## config.mk

```make
export PLATFORM = sky130hd
export DESIGN_NAME = response_ratio_job_scheduler_top
export DESIGN_NICKNAME = d
export VERILOG_FILES = /design/src/sv/rrjs_pkg.sv /design/src/sv/response_ratio_job_scheduler_top.sv /design/src/sv/rrjs_job_store.sv /design/src/sv/rrjs_ratio_mul.sv
export SDC_FILE = /design/constraint.sdc
export NUM_CORES = 2
export LEC_CHECK = 0
export BUFFER_PORTS_ARGS = -buffer_cell sky130_fd_sc_hd__buf_2
export CAP_MARGIN = 15
export CORE_UTILIZATION = 41
export CTS_CLUSTER_DIAMETER = 50
export DETAILED_ROUTE_END_ITERATION = 7
export SETUP_SLACK_MARGIN = 0.05
export SYNTH_ARGS = -nofsm -noshare
export SYNTH_HDL_FRONTEND = slang
export SYNTH_HIERARCHICAL = 1
export SYNTH_SLANG_ARGS = --single-unit
```

## constraint.sdc

```tcl
create_clock -name clock -period 16.5 [get_ports clock]
set_input_delay 4.125 -clock clock [delete_from_list [all_inputs] [get_ports clock]]
set_output_delay 4.125 -clock clock [all_outputs]
set_load 0.01 [all_outputs]
```

## src/sv/rrjs_pkg.sv

```systemverilog
`timescale 1ns / 1ps
// ----------------------------------------------------------------------------
// rrjs_pkg - shared types and constants of the response ratio job scheduler
// Field widths, stream packing sizes, the job entry type and the sequencer
// states.
// ----------------------------------------------------------------------------
package rrjs_pkg;

   // field widths
   localparam int ID_W   = 8;
   localparam int TIME_W = 16;
   localparam int TICK_W = 21;

   // default capacity of the job store
   localparam int MAX_JOBS_DEFAULT = 16;

   // stream payload widths, padded to whole bytes
   localparam int REQ_DATA_W = 40;
   localparam int RSP_DATA_W = 96;

   // one stored job
   typedef struct packed {
      logic [ID_W-1:0]   id;
      logic [TIME_W-1:0] arrival;
      logic [TIME_W-1:0] burst;
   } job_type;

   // sequencer states
   typedef enum logic [2:0] {
      ST_LOAD,
      ST_READ,
      ST_EVAL,
      ST_MUL_A,
      ST_MUL_B,
      ST_CMP,
      ST_DISPATCH
   } state_type;

endpackage

```

## src/sv/response_ratio_job_scheduler_top.sv

```systemverilog
`timescale 1ns / 1ps
// ----------------------------------------------------------------------------
// response_ratio_job_scheduler_top - highest response ratio next scheduler
// Stores jobs and emits a non-preemptive schedule when the last job of a set
// arrives.
// ----------------------------------------------------------------------------
// Job requests load the store one per cycle; a request past capacity is
// dropped, but if it is marked last the stored set is still scheduled. The
// request marked last starts scheduling and the request port stays not ready
// until the final result of the set has been handed to the output register.
// Each dispatch is one pass of a sequencer over the n stored jobs through a
// single memory read port and one shared multiplier: a job that is finished
// or not yet arrived is read and evaluated, as is the first arrived job, and
// any further arrived job is read, evaluated, given two cross products and
// compared, followed by one dispatch step, which waits while the previous
// result is still untaken. A set of n jobs takes n such passes, and one more
// pass for every idle gap in which the clock jumps to the next arrival.
// Results go out through an output register, so the scan for the next job
// proceeds while a result waits to be taken.
// ----------------------------------------------------------------------------
module response_ratio_job_scheduler_top #(
   parameter int MAX_JOBS = rrjs_pkg::MAX_JOBS_DEFAULT
) (
   input  logic                              clock,
   input  logic                              reset,
   // request: process_id[7:0], arrival_time[23:8], burst_time[39:24]
   input  logic                              req_tvalid,
   output logic                              req_tready,
   input  logic [rrjs_pkg::REQ_DATA_W-1:0]   req_tdata,
   input  logic                              req_tlast,
   // result: job_id[7:0], start_tick[28:8], finish_tick[49:29],
   // turnaround[70:50], waiting[91:71], zeros[95:92]
   output logic                              rsp_tvalid,
   input  logic                              rsp_tready,
   output logic [rrjs_pkg::RSP_DATA_W-1:0]   rsp_tdata,
   output logic                              rsp_tlast
);

   localparam int IDX_W  = (MAX_JOBS > 1) ? $clog2(MAX_JOBS) : 1;
   localparam int CNT_W  = $clog2(MAX_JOBS + 1);
   localparam int CLK_W  = rrjs_pkg::TIME_W + CNT_W;
   localparam int RA_W   = CLK_W + 1;
   localparam int PROD_W = RA_W + rrjs_pkg::TIME_W;
   localparam int ID_W   = rrjs_pkg::ID_W;
   localparam int TIME_W = rrjs_pkg::TIME_W;
   localparam int TICK_W = rrjs_pkg::TICK_W;

   // control state
   rrjs_pkg::state_type state_ff, state_in;
   logic [CNT_W-1:0]    count_ff, count_in;
   logic [CNT_W-1:0]    issued_ff, issued_in;
   logic [IDX_W-1:0]    idx_ff, idx_in;
   logic [MAX_JOBS-1:0] done_ff, done_in;
   logic                found_ff, found_in;
   logic                min_valid_ff, min_valid_in;
   logic                rsp_valid_ff, rsp_valid_in;

   // scan data
   logic [CLK_W-1:0]    clock_ff, clock_in;
   logic [TIME_W-1:0]   min_arr_ff, min_arr_in;
   rrjs_pkg::job_type   best_ff, best_in;
   logic [IDX_W-1:0]    best_idx_ff, best_idx_in;
   logic [PROD_W-1:0]   lhs_ff, lhs_in;

   // result register
   logic [ID_W-1:0]     out_id_ff, out_id_in;
   logic [TICK_W-1:0]   out_start_ff, out_start_in;
   logic [TICK_W-1:0]   out_finish_ff, out_finish_in;
   logic [TICK_W-1:0]   out_turn_ff, out_turn_in;
   logic [TICK_W-1:0]   out_wait_ff, out_wait_in;
   logic                out_last_ff, out_last_in;

   // store and multiplier hookup
   rrjs_pkg::job_type   req_job;
   rrjs_pkg::job_type   rd_job;
   logic                wr_en;
   logic [RA_W-1:0]     mul_a;
   logic [TIME_W-1:0]   mul_b;
   logic [PROD_W-1:0]   prod;

   // scan helpers
   logic                last_idx;
   logic                arrived;
   logic                wins;
   logic                slot_free;
   logic [CLK_W-1:0]    finish_w;
   logic [CNT_W-1:0]    count_next;

   assign req_job.id      = req_tdata[ID_W-1:0];
   assign req_job.arrival = req_tdata[ID_W+TIME_W-1:ID_W];
   assign req_job.burst   = req_tdata[ID_W+2*TIME_W-1:ID_W+TIME_W];

   assign req_tready = (state_ff == rrjs_pkg::ST_LOAD);
   assign wr_en      = req_tvalid && req_tready && (count_ff < CNT_W'(MAX_JOBS));

   rrjs_job_store #(
      .MAX_JOBS (MAX_JOBS)
   ) u_store (
      .clock      (clock),
      .wr_en      (wr_en),
      .wr_addr    (count_ff[IDX_W-1:0]),
      .wr_data    (req_job),
      .rd_addr    (idx_ff),
      .rd_data_ff (rd_job)
   );

   // operand select for the shared multiplier
   always_comb begin
      if (state_ff == rrjs_pkg::ST_MUL_A) begin
         mul_a = RA_W'(clock_ff) - RA_W'(rd_job.arrival) + RA_W'(rd_job.burst);
         mul_b = best_ff.burst;
      end else begin
         mul_a = RA_W'(clock_ff) - RA_W'(best_ff.arrival) + RA_W'(best_ff.burst);
         mul_b = rd_job.burst;
      end
   end

   rrjs_ratio_mul #(
      .A_W (RA_W)
   ) u_mul (
      .clock   (clock),
      .op_a    (mul_a),
      .op_b    (mul_b),
      .prod_ff (prod)
   );

   // scan conditions
   assign last_idx  = ((CNT_W'(idx_ff) + CNT_W'(1)) == count_ff);
   assign arrived   = (CLK_W'(rd_job.arrival) <= clock_ff);
   assign slot_free = !rsp_valid_ff || rsp_tready;
   assign finish_w  = clock_ff + CLK_W'(best_ff.burst);
   assign count_next = wr_en ? count_ff + CNT_W'(1) : count_ff;

   // ranking: larger ratio, then earlier arrival, then lower id
   always_comb begin
      if (lhs_ff != prod) begin
         wins = (lhs_ff > prod);
      end else if (rd_job.arrival != best_ff.arrival) begin
         wins = (rd_job.arrival < best_ff.arrival);
      end else begin
         wins = (rd_job.id < best_ff.id);
      end
   end

   // sequencer next state
   always_comb begin
      state_in      = state_ff;
      count_in      = count_ff;
      issued_in     = issued_ff;
      idx_in        = idx_ff;
      done_in       = done_ff;
      found_in      = found_ff;
      min_valid_in  = min_valid_ff;
      clock_in      = clock_ff;
      min_arr_in    = min_arr_ff;
      best_in       = best_ff;
      best_idx_in   = best_idx_ff;
      lhs_in        = lhs_ff;
      rsp_valid_in  = rsp_valid_ff && !rsp_tready;
      out_id_in     = out_id_ff;
      out_start_in  = out_start_ff;
      out_finish_in = out_finish_ff;
      out_turn_in   = out_turn_ff;
      out_wait_in   = out_wait_ff;
      out_last_in   = out_last_ff;

      case (state_ff)
         rrjs_pkg::ST_LOAD: begin
            if (req_tvalid) begin
               count_in = count_next;
               if (req_tlast) begin
                  state_in     = rrjs_pkg::ST_READ;
                  idx_in       = '0;
                  issued_in    = '0;
                  clock_in     = '0;
                  found_in     = 1'b0;
                  min_valid_in = 1'b0;
               end
            end
         end

         rrjs_pkg::ST_READ: begin
            state_in = rrjs_pkg::ST_EVAL;
         end

         rrjs_pkg::ST_EVAL: begin
            state_in = last_idx ? rrjs_pkg::ST_DISPATCH : rrjs_pkg::ST_READ;
            if (!last_idx) begin
               idx_in = idx_ff + IDX_W'(1);
            end
            if (!done_ff[idx_ff]) begin
               if (!arrived) begin
                  // track the next arrival for an idle gap
                  if (!min_valid_ff || rd_job.arrival < min_arr_ff) begin
                     min_arr_in   = rd_job.arrival;
                     min_valid_in = 1'b1;
                  end
               end else if (!found_ff) begin
                  best_in     = rd_job;
                  best_idx_in = idx_ff;
                  found_in    = 1'b1;
               end else begin
                  state_in = rrjs_pkg::ST_MUL_A;
                  idx_in   = idx_ff;
               end
            end
         end

         rrjs_pkg::ST_MUL_A: begin
            state_in = rrjs_pkg::ST_MUL_B;
         end

         rrjs_pkg::ST_MUL_B: begin
            lhs_in   = prod;
            state_in = rrjs_pkg::ST_CMP;
         end

         rrjs_pkg::ST_CMP: begin
            if (wins) begin
               best_in     = rd_job;
               best_idx_in = idx_ff;
            end
            if (last_idx) begin
               state_in = rrjs_pkg::ST_DISPATCH;
            end else begin
               state_in = rrjs_pkg::ST_READ;
               idx_in   = idx_ff + IDX_W'(1);
            end
         end

         rrjs_pkg::ST_DISPATCH: begin
            if (!found_ff) begin
               // nothing ready: jump to the next arrival and rescan
               clock_in     = CLK_W'(min_arr_ff);
               state_in     = rrjs_pkg::ST_READ;
               idx_in       = '0;
               min_valid_in = 1'b0;
            end else if (slot_free) begin
               rsp_valid_in          = 1'b1;
               out_id_in             = best_ff.id;
               out_start_in          = TICK_W'(clock_ff);
               out_finish_in         = TICK_W'(finish_w);
               out_turn_in           = TICK_W'(finish_w - CLK_W'(best_ff.arrival));
               out_wait_in           = TICK_W'(clock_ff - CLK_W'(best_ff.arrival));
               out_last_in           = ((issued_ff + CNT_W'(1)) == count_ff);
               done_in[best_idx_ff]  = 1'b1;
               clock_in              = finish_w;
               issued_in             = issued_ff + CNT_W'(1);
               found_in              = 1'b0;
               min_valid_in          = 1'b0;
               idx_in                = '0;
               if ((issued_ff + CNT_W'(1)) == count_ff) begin
                  state_in = rrjs_pkg::ST_LOAD;
                  done_in  = '0;
                  count_in = '0;
               end else begin
                  state_in = rrjs_pkg::ST_READ;
               end
            end
         end

         default: begin
            state_in = rrjs_pkg::ST_LOAD;
         end
      endcase
   end

   // control registers
   always_ff @(posedge clock) begin
      if (reset) begin
         state_ff     <= rrjs_pkg::ST_LOAD;
         count_ff     <= '0;
         issued_ff    <= '0;
         idx_ff       <= '0;
         done_ff      <= '0;
         found_ff     <= 1'b0;
         min_valid_ff <= 1'b0;
         rsp_valid_ff <= 1'b0;
         clock_ff     <= '0;
      end else begin
         state_ff     <= state_in;
         count_ff     <= count_in;
         issued_ff    <= issued_in;
         idx_ff       <= idx_in;
         done_ff      <= done_in;
         found_ff     <= found_in;
         min_valid_ff <= min_valid_in;
         rsp_valid_ff <= rsp_valid_in;
         clock_ff     <= clock_in;
      end
   end

   // payload registers
   always_ff @(posedge clock) begin
      min_arr_ff    <= min_arr_in;
      best_ff       <= best_in;
      best_idx_ff   <= best_idx_in;
      lhs_ff        <= lhs_in;
      out_id_ff     <= out_id_in;
      out_start_ff  <= out_start_in;
      out_finish_ff <= out_finish_in;
      out_turn_ff   <= out_turn_in;
      out_wait_ff   <= out_wait_in;
      out_last_ff   <= out_last_in;
   end

   // result stream
   assign rsp_tvalid = rsp_valid_ff;
   assign rsp_tlast  = out_last_ff;
   assign rsp_tdata  = {4'b0000, out_wait_ff, out_turn_ff, out_finish_ff,
                        out_start_ff, out_id_ff};

endmodule

```

## src/sv/rrjs_job_store.sv

```systemverilog
`timescale 1ns / 1ps
// ----------------------------------------------------------------------------
// rrjs_job_store - job memory
// One write port for loading jobs and one read port with registered data
// for the scan.
// ----------------------------------------------------------------------------
module rrjs_job_store #(
   parameter int MAX_JOBS = rrjs_pkg::MAX_JOBS_DEFAULT
) (
   input  logic                                     clock,
   input  logic                                     wr_en,
   input  logic [(MAX_JOBS > 1 ? $clog2(MAX_JOBS) : 1)-1:0] wr_addr,
   input  rrjs_pkg::job_type                        wr_data,
   input  logic [(MAX_JOBS > 1 ? $clog2(MAX_JOBS) : 1)-1:0] rd_addr,
   output rrjs_pkg::job_type                        rd_data_ff
);

   rrjs_pkg::job_type mem [MAX_JOBS];

   // write port
   always_ff @(posedge clock) begin
      if (wr_en) begin
         mem[wr_addr] <= wr_data;
      end
   end

   // registered read port
   always_ff @(posedge clock) begin
      rd_data_ff <= mem[rd_addr];
   end

endmodule

```

## src/sv/rrjs_ratio_mul.sv

```systemverilog
`timescale 1ns / 1ps
// ----------------------------------------------------------------------------
// rrjs_ratio_mul - shared cross multiplication unit
// Multiplies a response term by a burst length, product registered.
// Used twice per ranking compare.
// ----------------------------------------------------------------------------
module rrjs_ratio_mul #(
   parameter int A_W = 22
) (
   input  logic                            clock,
   input  logic [A_W-1:0]                  op_a,
   input  logic [rrjs_pkg::TIME_W-1:0]     op_b,
   output logic [A_W+rrjs_pkg::TIME_W-1:0] prod_ff
);

   logic [A_W+rrjs_pkg::TIME_W-1:0] prod_in;

   // unsigned product
   assign prod_in = (A_W + rrjs_pkg::TIME_W)'(op_a) * (A_W + rrjs_pkg::TIME_W)'(op_b);

   always_ff @(posedge clock) begin
      prod_ff <= prod_in;
   end

endmodule
```

==> run summary <==
Count of final hold-check violations -> 0
Post-layout nets -> 4902
Die area -> 0.133 mm²
Average size of a mapped cell -> 13.2 µm²
R2R depth -> 29
Critical Path RT -> 17050 ps
GP Congestion -> 0.890
Largest family of logic cells by synthesized area -> adder cells
Initial drt markers -> 2525
Crit path max fanout -> 16
Yosys cell types -> 92
R2R setup slack -> 6940 ps
Io pins -> 144
WP depth -> 29
Worst Setup End Kind -> register
Predominant post-synthesis flop cell -> edfxtp_1
Post-synth EDFFs -> 831
Crit path capture -> u_mul/prod_ff[30]
Via count -> 32500
Outcome -> complete, no violations
Post-synthesis compound-gate area fraction -> 0.0759
Starting Density -> 0.415
Post-synth top cells -> edfxtp_1, inv_1, nand2_1
CP Launch Point -> clock_ff[1]
Final wirelength -> 133000 µm
RSZ-0062 raised after global routing -> no
Leading area contributor after synthesis -> edfxtp_1
Setup TNS -> 0 ps
Layout fillers -> 11500
Area of the multi-input gates -> 0.0236 mm²
Post-synthesis register bit count -> 966
Top post-synthesis cells by area -> edfxtp_1, fa_1, ha_1
Synthesized instance count -> 4082
Clk Latency, worst-skew pair -> 720 ps
Worst slack at placement -> 7060 ps
Largest net degree at the start of global routing -> 62
Synth Area in Adders -> 0.186
Core ar. -> 0.130 mm²
Routed length per placed instance -> 21.9 µm
CP Data Arrival Time -> 10120 ps
Slew @ Worst Pin -> 1120 ps
I/O Buffers -> 139
Synth warn -> 6
Hold-fix buffers, CTS -> 0
Die height -> 365 µm
Crit start category -> register
Layout area overhead -> 11.6%
Area fraction in and, or, nand and nor cells after synthesis -> 0.0776
TritonCTS Sinks -> 966
Clock Tree Buf Depth -> 3
Fmax -> 0.105 GHz
Critical path buffers and inverters -> 3
Clock-pin slew on the worst setup and hold paths -> 60 ps
Synth top area share -> 0.462
Root Buffer Master -> clkbuf_16
Max-cap violations -> 0
Synth Area in XOR/XNOR -> 0.0183
Post-CTS setup buffer count -> 0
Multiplexer share of the synthesized area -> 0.0762
Top cell by count, worst path -> fa_1
Fin crit period -> 9560 ps
Cell row count -> 132
Min-Delay Path Class -> reg2reg
Setup WS post-layout -> 6940 ps
Kind of critical path -> reg2reg
Drt pass-1 iters -> 5
H-tree levels -> 3
Max Slew Vio Count -> 0
GRT Residual Overflow -> 0
Relative slew slack -> 0.251
GRT Total Usage -> 0.205
Slowest stage delay, CP -> 790 ps
Delay-heaviest family, CP -> adder cells
Fraction of layout cells with a size suffix above 1 -> 0.125
Setup violators final -> 0
Async SR Flop Fraction -> 0
First-pass GRT wire length -> 205000 µm
Vias per cell -> 5.35
Vias in the first global route -> 33200
Mapped Area -> 0.0540 mm²
Residual DRC -> 0
Most common cell in the synthesized netlist -> edfxtp_1
CTS Buf Count -> 106
Reg-to-reg endpoint -> u_mul/prod_ff[30]
Period utilization -> 0.580
FF+latch area -> 0.0277 mm²
DRT antenna net count -> 0
Post-DP HPWL -> 88400 µm
Sequential area share after synthesis -> 0.512
Cells resized by post-CTS repair -> 0
Initial antenna violation count -> 21
R2r startpoint -> clock_ff[1]
Clock skew -> 47.8 ps
Clock tree from TritonCTS -> built
Die span in x -> 365 µm
CP max-delay cell -> a21oi_2
per-layer routing:
layer | vias up | wire length, µm | GRT usage
li1 | 14800 | - | -
met1 | 16500 | 58800 | 0.283
met2 | 935 | 62900 | 0.333
met3 | 219 | 8460 | 0.0369
met4 | 24 | 3160 | 0.0531
met5 | - | 151 | 0
kinds of logic after synthesis:
kind of cell,count (synthesis)
AO/OA/AOI/OAI,606
XOR/XNOR,113
adder cells (fa/ha/maj),613
buffers and inverters,713
flip-flops,966
multiplexers,183
other,1
AND/OR/NAND/NOR,887
cells in the final DEF (no fill, tap or decap), types with 108 or more instances in the layout:
cell and n:
and2_1 149, nand2_1 366, dfxtp_1 133, inv_1 562, fa_1 313, clkbuf_16 108, edfxtp_1 831, ha_1 300
buf_2 139, a21oi_1 140, nor2_1 152
registers in the layout, indices dropped and copies added (netlist names), 38 cells and up:
signal,cells
best_ff,40
u_store/rd_data_ff,40
u_mul/prod_ff,38
u_store/mem,640
lhs_ff,38
worst min path at each step:
stage,start,to,slack (ps),cells past startpoint
after floorplan,u_store/rd_data_ff[32],best_ff[32],400,0
after global placement,u_mul/prod_ff[24],lhs_ff[24],410,0
after detailed placement,u_store/rd_data_ff[0],best_ff[0],410,0
after CTS,u_store/rd_data_ff[0],best_ff[0],430,0
after global routing,u_store/rd_data_ff[32],best_ff[32],440,0
final,u_store/rd_data_ff[0],best_ff[0],430,0
area by class of cell:
class | instances | share of cell area
sequential | 966 | 0.459
multi-input combinational | 2406 | 0.393
timing repair buffer | 201 | 0.0193
antenna | 2 | 0.0000831
clock inverter | 63 | 0.0103
clock buffer | 136 | 0.0471
tap | 1742 | 0.0362
inverter | 563 | 0.0351
worst register-to-register path, delay by kind of cell (launching register included):
family                     cells  cell delay, ps
AOI/OAI and AO/OA              9            2890
xor gates and xnor gates       2             330
adders and majority gates      9            4380
buffers and inverters          3             320
DFF                            1             470
and+or+nand+nor                6            1020
per-stage QoR:
stage / instances / hold slack (ps) / utilization / area (µm²)
global route: 6077 / 439 / 0.463 / 60200
global placement: 5878 / 414 / 0.437 / 56800
finish: 6079 / 426 / 0.463 / 60200
detailed placement: 5878 / 413 / 0.437 / 56800
CTS: 6077 / 427 / 0.463 / 60200
floorplan: 4085 / 400 / - / 54000
Power is left out: the tool's default activity adds up to more than one toggle a clock period on the data nets, which glitch-free logic cannot reach.
